File: src/rtl/lts_pkg.sv
// Shared constants and request codes for the per-type latency statistics block.
`timescale 1ns / 1ps
package lts_pkg;

  localparam int DEF_NUM_TYPES = 64;
  localparam int DEF_TIME_BITS = 48;

  localparam int CNT_W  = 32;
  localparam int SUM_W  = 64;
  localparam int OUT_W  = 48;
  localparam int TYPE_W = 8;
  localparam int STAT_W = 6;
  localparam int ADDR_W = 3;
  localparam int DATA_W = 32;

  localparam logic [1:0] REQ_IMMEDIATE = 2'd0;
  localparam logic [1:0] REQ_DEFERRED  = 2'd1;
  localparam logic [1:0] REQ_READ      = 2'd2;

  localparam logic [ADDR_W-1:0] ADDR_STATUS_TYPE = 3'd0;

endpackage

File: src/rtl/lts_div.sv
// Iterative restoring divider: 64-bit sum by 32-bit count, one quotient bit per cycle.
`timescale 1ns / 1ps
module lts_div
  import lts_pkg::*;
(
  input  logic             clk,
  input  logic             rst,
  input  logic             start,
  input  logic [SUM_W-1:0] dividend,
  input  logic [CNT_W-1:0] divisor,
  output logic             done,
  output logic [SUM_W-1:0] quotient
);

  localparam int STEP_W = $clog2(SUM_W);

  logic              running;
  logic [STEP_W-1:0] step;
  logic [SUM_W-1:0]  dvd;
  logic [CNT_W-1:0]  dsr;
  logic [CNT_W-1:0]  rem;
  logic [CNT_W:0]    trial;
  logic [CNT_W:0]    diff;
  logic              ge;

  assign trial = {rem, dvd[SUM_W-1]};
  assign diff  = trial - {1'b0, dsr};
  assign ge    = !diff[CNT_W];
  assign quotient = dvd;

  always_ff @(posedge clk) begin
    if (rst) begin
      running <= 1'b0;
      done    <= 1'b0;
      step    <= '0;
    end else begin
      done <= 1'b0;
      if (start) begin
        running <= 1'b1;
        step    <= '0;
      end else if (running) begin
        step <= step + 1'b1;
        if (step == STEP_W'(SUM_W - 1)) begin
          running <= 1'b0;
          done    <= 1'b1;
        end
      end
    end
  end

  always_ff @(posedge clk) begin
    if (start) begin
      dvd <= dividend;
      dsr <= divisor;
      rem <= '0;
    end else if (running) begin
      rem <= ge ? diff[CNT_W-1:0] : trial[CNT_W-1:0];
      dvd <= {dvd[SUM_W-2:0], ge};
    end
  end

endmodule

File: config.mk
export PLATFORM = sky130hd
export DESIGN_NAME = lts_div
export DESIGN_NICKNAME = d
export VERILOG_FILES = /design/src/rtl/lts_pkg.sv /design/src/rtl/lts_div.sv
export SDC_FILE = /design/constraint.sdc
export NUM_CORES = 1
export LEC_CHECK = 0
export BUFFER_PORTS_ARGS = -buffer_cell sky130_fd_sc_hd__buf_2
export CORE_ASPECT_RATIO = 0.9
export CORE_MARGIN = 5
export CORE_UTILIZATION = 50
export CTS_CLUSTER_SIZE = 12
export DETAILED_ROUTE_END_ITERATION = 10
export GPL_TIMING_DRIVEN = 0
export HOLD_SLACK_MARGIN = 0.15
export PLACE_DENSITY = 0.75
export SYNTH_ARGS = -nofsm -noshare
export SYNTH_HDL_FRONTEND = slang
export SYNTH_SLANG_ARGS = --single-unit
File: constraint.sdc
create_clock -name clk -period 3.45 [get_ports clk]
set_clock_uncertainty 0.05 [all_clocks]
set_input_delay 0.69 -clock clk [delete_from_list [all_inputs] [get_ports clk]]
set_output_delay 0.69 -clock clk [all_outputs]
set_load 0.03 [all_outputs]
==> results of run 1 <==
-- cell type report --
| cell class | instances | area share |
|---|---|---|
| Sequential cell | 136 | 0.4158 |
| Multi-Input combinational cell | 446 | 0.3625 |
| Timing Repair Buffer | 164 | 0.09434 |
| Clock buffer | 19 | 0.04886 |
| Tap cell | 193 | 0.02726 |
| Clock inverter | 12 | 0.02005 |
| Inverter | 41 | 0.01737 |
| Buffer | 27 | 0.01384 |
-- Yosys cell counts (2+ instances only) --
master	number
nor3b_1	2
xor2_1	11
o211ai_1	2
a21o_1	4
o21ai_0	25
xnor2_1	21
nand3_1	6
nand2b_1	2
or3_1	3
a311oi_1	20
a211oi_1	8
a21oi_2	2
inv_1	41
nor2_1	54
nor4_1	3
a21boi_0	5
nand4_1	7
a211o_1	2
a21oi_1	37
mux2_2	64
dfxtp_1	40
and2_1	5
and3_1	9
o21a_1	6
nand2_1	71
clkbuf_1	25
a41oi_1	2
mux2i_1	6
nor3_1	3
or2_2	3
ha_1	33
nor2b_1	2
a31o_2	2
edfxtp_1	96
o21bai_1	6
a31oi_1	2
-- flip-flops by register name, summed over array words and instances, names as in the netlist --
| register | cells |
|---|---|
| step | 6 |
| running | 1 |
| rem | 32 |
| done | 1 |
| dsr | 32 |
| quotient | 64 |
-- cells by family after synthesis --
logic type               count (synthesis)  share of synthesized area
flip-flops                             136                     0.5153
buffers and inverters                   68                    0.03693
AND/OR/NAND/NOR                        173                     0.1082
multiplexers                            70                     0.1092
AO/OA/AOI/OAI                          137                     0.1306
adder cells (fa/ha/maj)                 34                    0.06056
XOR/XNOR                                32                    0.03921
-- what timing repair did --
action	4_1_cts	5_1_grt
gates resized for setup	2	11
pin swaps	0	0
endpoints found under the setup margin	18	29
-- layer usage --
metal	wire [um]	GRT usage	vias to the layer above
met5	0	0	-
met4	388	0.07431	0
met3	1093	0.04557	36
met2	9339	0.3651	209
met1	7439	0.2700	2738
li1	-	-	2763
-- power breakdown --
group | total, W | internal (W) | leakage [nW] | switching [W]
registers | 0.00200 | 0.00192 | 1.29 | 0.0000816
clock network | 0.00188 | 0.00120 | 0.297 | 0.000671
logic | 0.00106 | 0.000405 | 2.11 | 0.000652
-- metrics by stage --
stage | TNS [ps] | power, W | worst slack [ps] | area [um^2] | util
2_1_floorplan | 0 | 0.002759 | 263.2 | 7148 | -
3_3_place_gp | -33700 | 0.003035 | -643.6 | 8205 | 0.5859
3_5_place_dp | -248.9 | 0.003070 | -57.01 | 8225 | 0.5873
4_1_cts | 0 | 0.004950 | 26.88 | 8838 | 0.6311
5_1_grt | -52.24 | 0.005148 | -30.46 | 8860 | 0.6326
6_report | 0 | 0.004936 | 121.8 | 8860 | 0.6326
-- worst max-delay path by stage --
stage	start	to	slack (ps)	cells after the start
2_1_floorplan	quotient[63]	rem[5]	260	13
3_3_place_gp	start	rem[31]	-640	5
3_5_place_dp	quotient[63]	rem[23]	-60	13
4_1_cts	quotient[63]	rem[9]	30	13
5_1_grt	quotient[63]	rem[14]	-30	13
6_report	quotient[63]	rem[9]	120	13
==> flow_summary.json, run 1 <==
{
  "outcome": "completed",
  "required_ps": 3700,
  "worstPathArrival_ps": 3580,
  "leakage_nw": 3.694,
  "synth_area_leaders": "edfxtp_1 (40%), dfxtp_1 (11%), mux2_2 (10%)",
  "rsz0062_at_grt": "yes",
  "end_kind": "register",
  "grt_max_degree": 39,
  "seq_area_um2": 3684,
  "vias_per_cell": 5.536,
  "place.gp.congestion": 0.9700,
  "cts-root-buf": "clkbuf_16",
  "clk_pin_slew_worst_paths_ps": 60,
  "die_x_um": 136.0,
  "netlist_area_um2": 7148,
  "critPathBufInv": 2,
  "mostFrequentLayoutCells": "buf_2 (163), edfxtp_1 (96), nand2_1 (71), mux2_2 (64), nor2_1 (54)",
  "cts.path.max_buffers": 2,
  "final-setup-viol-count": 0,
  "cts_buffers": 17,
  "drive_above_1_share": 0.3266,
  "r2r_start": "quotient[63]",
  "clk_latency_ps": 410,
  "drc_errors": 0,
  "syn_inst": 650,
  "min_to": "dsr[16]",
  "htreeDepth": 4,
  "ff2ff_path_depth": 13,
  "synth_edf_count": 96,
  "timing.final.crit_period_ps": 3328,
  "dp_cells": 1007,
  "area_growth_pct": 23.95,
  "p_per_area_nw_per_um2": 557.2,
  "cts_tree": "done",
  "synth_area_leader_cell": "edfxtp_1",
  "critPathLaunchType": "register",
  "synth_area_per_cell_um2": 11.00,
  "hold_start": "divisor[16]",
  "num-nets-final": 966,
  "row_count": 41,
  "synth_top_area_share": 0.4033,
  "die_y_um": 123.4,
  "first_pass_iters": 5,
  "cpMaxStageDelayCell": "or4_1",
  "hold-path-cell-count": 1,
  "hold_buffers": 0,
  "layout_commonest_cell": "buf_2",
  "r2r_slack_ps": 120,
  "wire_per_inst_um": 17.59,
  "tightest_slew_ps": 888.7,
  "die_area_um2": 16790,
  "crit_top_cell": "nand3_1",
  "critical_path_class": "reg -> reg",
  "synth_cell_types": 56,
  "ant_nets": 0,
  "io_pins": 164,
  "crit_family": "simple AND/OR/NAND/NOR gates",
  "final-hold-violation-count": 0,
  "ys_ff_latch": 136,
  "synth_flop_cell": "edfxtp_1",
  "fillers": 1117,
  "cts_num_sinks": 136,
  "grt_antenna_before_repair": 0,
  "synth_seq_area_share": 0.5153,
  "totalWireLength_um": 18260,
  "cts_setup_buffers": 0,
  "drv_slew": 0,
  "yosys_warnings": 0,
  "crit_fanout": 10,
  "grt_use_total": 0.2137,
  "reg2reg_to": "rem[9]",
  "gr-total-overflow": 0,
  "hold_path_class": "in -> reg",
  "hpwlAfterDp_um": 13620,
  "syn-num-nets": 783,
  "multiInputGateArea_um2": 3212,
  "relSlewSlack": 0.4075,
  "worstPathCellList": "inv_1 > ha_1 > fa_1 > nor2b_4 > o31ai_4 > nand3_2 > a21oi_4 > a211oi_1 > or4_1 > nand3_1 > clkbuf_4 > nand3_1 > a311oi_1",
  "grt_first_pass_wirelength_um": 28280,
  "core-area_um2": 14000,
  "peakVddDrop_v": 0.0004133,
  "start_util": 0.5104,
  "min_period_over_period": 0.9647,
  "antenna_cells": 0,
  "async_flop_share": 0,
  "numPortBuffers": 163,
  "drt_iter0_drc": 454,
  "maxCapViolCount": 0,
  "routed-via-count": 5746,
  "cpPeakStageDelay_ps": 500,
  "final_cells": 1038,
  "first_global_vias": 5744,
  "clock.fmax_ghz": 0.3005,
  "whs_ps": 397.2
}
(Power assumes the default switching activity.)
==> inputs of run 2 (changes only) <==
--- a/config.mk
+++ b/config.mk
@@ -8,12 +8,11 @@
 export BUFFER_PORTS_ARGS = -buffer_cell sky130_fd_sc_hd__buf_2
 export CORE_ASPECT_RATIO = 0.9
 export CORE_MARGIN = 5
-export CORE_UTILIZATION = 50
+export CORE_UTILIZATION = 40
 export CTS_CLUSTER_SIZE = 12
 export DETAILED_ROUTE_END_ITERATION = 10
 export GPL_TIMING_DRIVEN = 0
 export HOLD_SLACK_MARGIN = 0.15
-export PLACE_DENSITY = 0.75
 export SYNTH_ARGS = -nofsm -noshare
 export SYNTH_HDL_FRONTEND = slang
 export SYNTH_SLANG_ARGS = --single-unit
==> flow_summary.json, run 2 (synthesis results as in run 1) <==
{
  "outcome": "completed",
  "critical_path_class": "reg -> reg",
  "crit_fanout": 7,
  "fillers": 1663,
  "final_cells": 1086,
  "p_switching_w": 0.001408,
  "layout_commonest_cell": "buf_2",
  "crit_start": "quotient[63]",
  "row_count": 46,
  "die_x_um": 150.9,
  "antenna_cells": 0,
  "drc_errors": 0,
  "io_pins": 164,
  "place.gp.congestion": 0.8413,
  "end_kind": "register",
  "drv_slew": 0,
  "start_util": 0.4059,
  "combPwrFrac": 0.209,
  "vias_per_cell": 4.995,
  "cts.path.max_buffers": 2,
  "seq_area_um2": 3684,
  "r2r_start": "quotient[63]",
  "crit_family": "simple AND/OR/NAND/NOR gates",
  "die_area_um2": 20650,
  "clk_latency_ps": 420,
  "worstPathCellList": "inv_1 > ha_1 > fa_1 > nor2b_4 > o31ai_4 > nand3_2 > a21oi_4 > a211oi_1 > or4_1 > and3_1 > buf_6 > or3_1 > a311oi_1",
  "swShare": 0.2813,
  "tightest_slew_ps": 874.8,
  "cts_num_sinks": 136,
  "worstPathArrival_ps": 3510,
  "num-nets-final": 966,
  "first_pass_iters": 5,
  "multiInputGateArea_um2": 3214,
  "grt_first_pass_wirelength_um": 27970,
  "min_period_over_period": 0.9385,
  "intPower_w": 0.003596,
  "total_power_w": 0.005004,
  "clockPowerShare": 0.391,
  "grt_max_degree": 41,
  "cts_buffers": 17,
  "maxCapViolCount": 0,
  "critPathLaunchType": "register",
  "hold_buffers": 0,
  "cts-root-buf": "clkbuf_16",
  "drt_iter0_drc": 295,
  "grt_use_total": 0.1741,
  "mostFrequentLayoutCells": "buf_2 (164), edfxtp_1 (96), nand2_1 (71), mux2_2 (64), nor2_1 (54)",
  "hpwlAfterDp_um": 13420,
  "gr-total-overflow": 0,
  "timing.final.crit_period_ps": 3238,
  "routed-via-count": 5425,
  "cts_resized": 2,
  "r2r_slack_ps": 210,
  "core-area_um2": 17610,
  "path_depth": 13,
  "required_ps": 3730,
  "htreeDepth": 4,
  "final-hold-violation-count": 0,
  "drive_above_1_share": 0.3251,
  "cts_tree": "done",
  "reg2reg_to": "rem[5]",
  "rsz0062_at_grt": "no",
  "dp_cells": 1054,
  "clock.fmax_ghz": 0.3088,
  "hold_path_class": "in -> reg",
  "critPathBufInv": 2,
  "area_growth_pct": 25.03,
  "numPortBuffers": 163,
  "whs_ps": 395.5,
  "cpPeakStageDelay_ps": 490,
  "leakage_nw": 3.697,
  "wire_per_inst_um": 16.53,
  "relSlewSlack": 0.4160,
  "seq_power_share": 0.400,
  "grt_antenna_before_repair": 1,
  "cp-endpoint": "rem[5]",
  "cpMaxStageDelayCell": "or4_1",
  "die_y_um": 136.8,
  "cts_setup_buffers": 0,
  "p_per_area_nw_per_um2": 559.9,
  "peakVddDrop_v": 0.0003437,
  "final-setup-viol-count": 0,
  "largest_reg_flops": 64,
  "first_global_vias": 5304,
  "clk_pin_slew_worst_paths_ps": 60,
  "ant_nets": 0,
  "ff2ff_path_depth": 13,
  "totalWireLength_um": 17950
}
==> run 2: changes by cell type in the layout (fill, tap and decap cells not counted), moves of 2 or more <==
cell        previous run  this run
clkbuf_4               3         0
clkinv_1               0         4
clkinv_4               4         0
clkinvlp_4             1         3
clkbuf_1              23        21
==> run 2: area by class of cell <==
class | count | area share
inverters | 41 | 0.01722
flip-flops and latches | 136 | 0.4122
well taps | 240 | 0.03360
clock inverters | 15 | 0.02310
repair buffers | 164 | 0.09352
multi-input cells | 446 | 0.3597
clock buffers | 17 | 0.04760
plain buffers | 27 | 0.01316
==> run 2: stage by stage <==
step	util	cell area, um^2	setup slack [ps]	setup TNS, ps
after detailed placement	0.4704	8284	-19.77	-19.77
after global routing	0.5075	8937	17.86	0
after global placement	0.4692	8264	-879.5	-47930
final	0.5075	8937	212.2	0
after floorplan	-	7148	263.2	0
after CTS	0.5064	8919	68.83	0
==> run 2: worst min-delay path by stage <==
stage                     cells after the start  slack [ps]        start  endpoint
after detailed placement                      2         440      rem[21]   rem[21]
after CTS                                     1         380  divisor[13]   dsr[13]
after global placement                        2         430      step[5]   step[5]
after global routing                          1         380  divisor[13]   dsr[13]
final                                         1         400  divisor[13]   dsr[13]
after floorplan                               2         400      rem[21]   rem[21]
==> run 2: power by group through the flow <==
stage / logic (W) / clock network, W / registers (W)
after floorplan: 0.000579 / 0 / 0.00218
after global placement: 0.00103 / 0 / 0.00203
after detailed placement: 0.00104 / 0 / 0.00203
after CTS: 0.00104 / 0.00200 / 0.00200
after global routing: 0.00115 / 0.00208 / 0.00202
final: 0.00104 / 0.00196 / 0.00200
==> run 2: routing by layer <==
| layer | wire (um) | vias up | track usage | share of wire |
|---|---|---|---|---|
| met5 | 13 | - | 0 | 0.00072 |
| met4 | 87 | 2 | 0.04129 | 0.0048 |
| met3 | 877 | 8 | 0.04305 | 0.049 |
| met2 | 8511 | 113 | 0.2700 | 0.47 |
| met1 | 8457 | 2549 | 0.2465 | 0.47 |
| li1 | - | 2753 | - | - |
==> inputs of run 3 (changes only) <==
--- a/config.mk
+++ b/config.mk
@@ -13,6 +13,7 @@
 export DETAILED_ROUTE_END_ITERATION = 10
 export GPL_TIMING_DRIVEN = 0
 export HOLD_SLACK_MARGIN = 0.15
+export RECOVER_POWER = 25
 export SYNTH_ARGS = -nofsm -noshare
 export SYNTH_HDL_FRONTEND = slang
 export SYNTH_SLANG_ARGS = --single-unit
==> flow_summary.json, run 3 (synthesis results as in run 1) <==
{
  "first_global_vias": 5304,
  "routed-via-count": 5431,
  "outcome": "completed",
  "first_pass_iters": 5,
  "die_area_um2": 20650,
  "htreeDepth": 4,
  "min_to": "dsr[13]",
  "area_growth_pct": 24.86,
  "required_ps": 3730,
  "rsz0062_at_grt": "no",
  "tns_ps": 0,
  "critical_path_class": "reg -> reg",
  "cpMaxStageDelayCell": "or4_1",
  "clk_latency_ps": 420,
  "start_util": 0.4059,
  "p_per_area_nw_per_um2": 560.3,
  "r2r_slack_ps": 220,
  "final-hold-violation-count": 0,
  "tightest_slew_ps": 878.0,
  "antenna_cells": 0,
  "p_switching_w": 0.001408,
  "swShare": 0.2815,
  "hold_path_class": "in -> reg",
  "cts-root-buf": "clkbuf_16",
  "layout_commonest_cell": "buf_2",
  "clock.fmax_ghz": 0.3092,
  "hold_start": "divisor[13]",
  "end_kind": "register",
  "gr-total-overflow": 0,
  "clockPowerShare": 0.391,
  "largest_reg_flops": 64,
  "drv_slew": 0,
  "grt_first_pass_wirelength_um": 27970,
  "totalWireLength_um": 17940,
  "peakVddDrop_v": 0.0003436,
  "wire_per_inst_um": 16.52,
  "final-setup-viol-count": 0,
  "ff2ff_path_depth": 13,
  "hold_buffers": 0,
  "row_count": 46,
  "drive_above_1_share": 0.3132,
  "cts_tree": "done",
  "grt_use_total": 0.1741,
  "grt_max_degree": 41,
  "worstPathArrival_ps": 3510,
  "critPathLaunchType": "register",
  "worstPathCellList": "inv_1 > ha_1 > fa_1 > nor2b_4 > o31ai_4 > nand3_2 > a21oi_4 > a211oi_1 > or4_1 > and3_1 > buf_6 > or3_1 > a311oi_1",
  "maxCapViolCount": 0,
  "cts.path.max_buffers": 2,
  "cts_num_sinks": 136,
  "numPortBuffers": 163,
  "clk_pin_slew_worst_paths_ps": 60,
  "cpPeakStageDelay_ps": 490,
  "die_y_um": 136.8,
  "combPwrFrac": 0.208,
  "intPower_w": 0.003593,
  "io_pins": 164,
  "drt_iter0_drc": 293,
  "core-area_um2": 17610,
  "reg2reg_to": "rem[5]",
  "min_period_over_period": 0.9374,
  "hpwlAfterDp_um": 13420,
  "fin_util": 0.5067,
  "leakage_nw": 3.668,
  "drc_errors": 0,
  "crit_fanout": 7,
  "seq_power_share": 0.400,
  "hold-path-cell-count": 1,
  "relSlewSlack": 0.4138,
  "r2r_start": "quotient[63]",
  "mostFrequentLayoutCells": "buf_2 (154), edfxtp_1 (96), nand2_1 (71), mux2_2 (64), nor2_1 (54)",
  "num-nets-final": 966,
  "grt_antenna_before_repair": 1,
  "vias_per_cell": 5.001,
  "die_x_um": 150.9,
  "cts_setup_buffers": 0,
  "ant_nets": 0,
  "place.gp.congestion": 0.8413,
  "cts_buffers": 17,
  "timing.final.crit_period_ps": 3234
}
==> run 3: how the worst max path moves through the flow <==
stage / endpoint / startpoint / depth (start not counted) / slack [ps]
3_5_place_dp: rem[26] / quotient[63] / 13 / -20
3_3_place_gp: rem[31] / start / 5 / -880
5_1_grt: rem[3] / quotient[63] / 13 / 20
2_1_floorplan: rem[5] / quotient[63] / 13 / 260
4_1_cts: rem[1] / quotient[63] / 13 / 70
6_report: rem[5] / quotient[63] / 13 / 220
==> run 3: timing repair <==
| item | 4_1_cts | 5_1_grt |
|---|---|---|
| endpoints found under the hold margin | 0 | 0 |
| gates resized for setup | 2 | 11 |
| endpoints found under the setup margin | 12 | 27 |
==> run 3: final cells by class <==
| type | instances | area (um^2) |
|---|---|---|
| buffer | 27 | 117.6 |
| clock buffer | 17 | 425.4 |
| clock inverter | 15 | 206.4 |
| fill | 1669 | 8687 |
| inverter | 41 | 153.9 |
| multi-input combinational | 446 | 3214 |
| sequential | 136 | 3684 |
| tap | 240 | 300.3 |
| timing repair buffer | 164 | 823.3 |
==> run 3: routing by layer <==
metal | track usage | share of wire | up-vias
li1 | - | - | 2751
met1 | 0.2465 | 0.47 | 2555
met2 | 0.2700 | 0.47 | 110
met3 | 0.04305 | 0.050 | 13
met4 | 0.04129 | 0.0073 | 2
met5 | 0 | 0.00072 | -
==> run 3: through the flow <==
stage               instance area (um^2)  cells  hold slack (ps)  total power (W)  worst slack [ps]
global route                        8925   1086            376.9         0.005246             17.86
global placement                    8264   1053            425.4         0.003066            -879.5
detailed placement                  8284   1054            437.5         0.003072            -19.77
CTS                                 8919   1086            378.0         0.005045             68.83
finish                              8925   1086            395.9         0.005001             215.9
floorplan                           7148    650            400.6         0.002759             263.2
==> run 3: power by group through the flow <==
stage	sequential (W)	clock, W	combinational [W]
final	0.00200	0.00196	0.00104
after CTS	0.00200	0.00200	0.00104
after detailed placement	0.00203	0	0.00104
after floorplan	0.00218	0	0.000579
after global placement	0.00203	0	0.00103
after global routing	0.00202	0.00208	0.00115
==> run 3: worst max-delay path, delay by kind of cell (launching register included) <==
family,cells,cell delay (ps)
simple gates,5,1230
compound gates,4,780
fa+ha+maj,2,450
flops,1,390
buf+inv,2,220
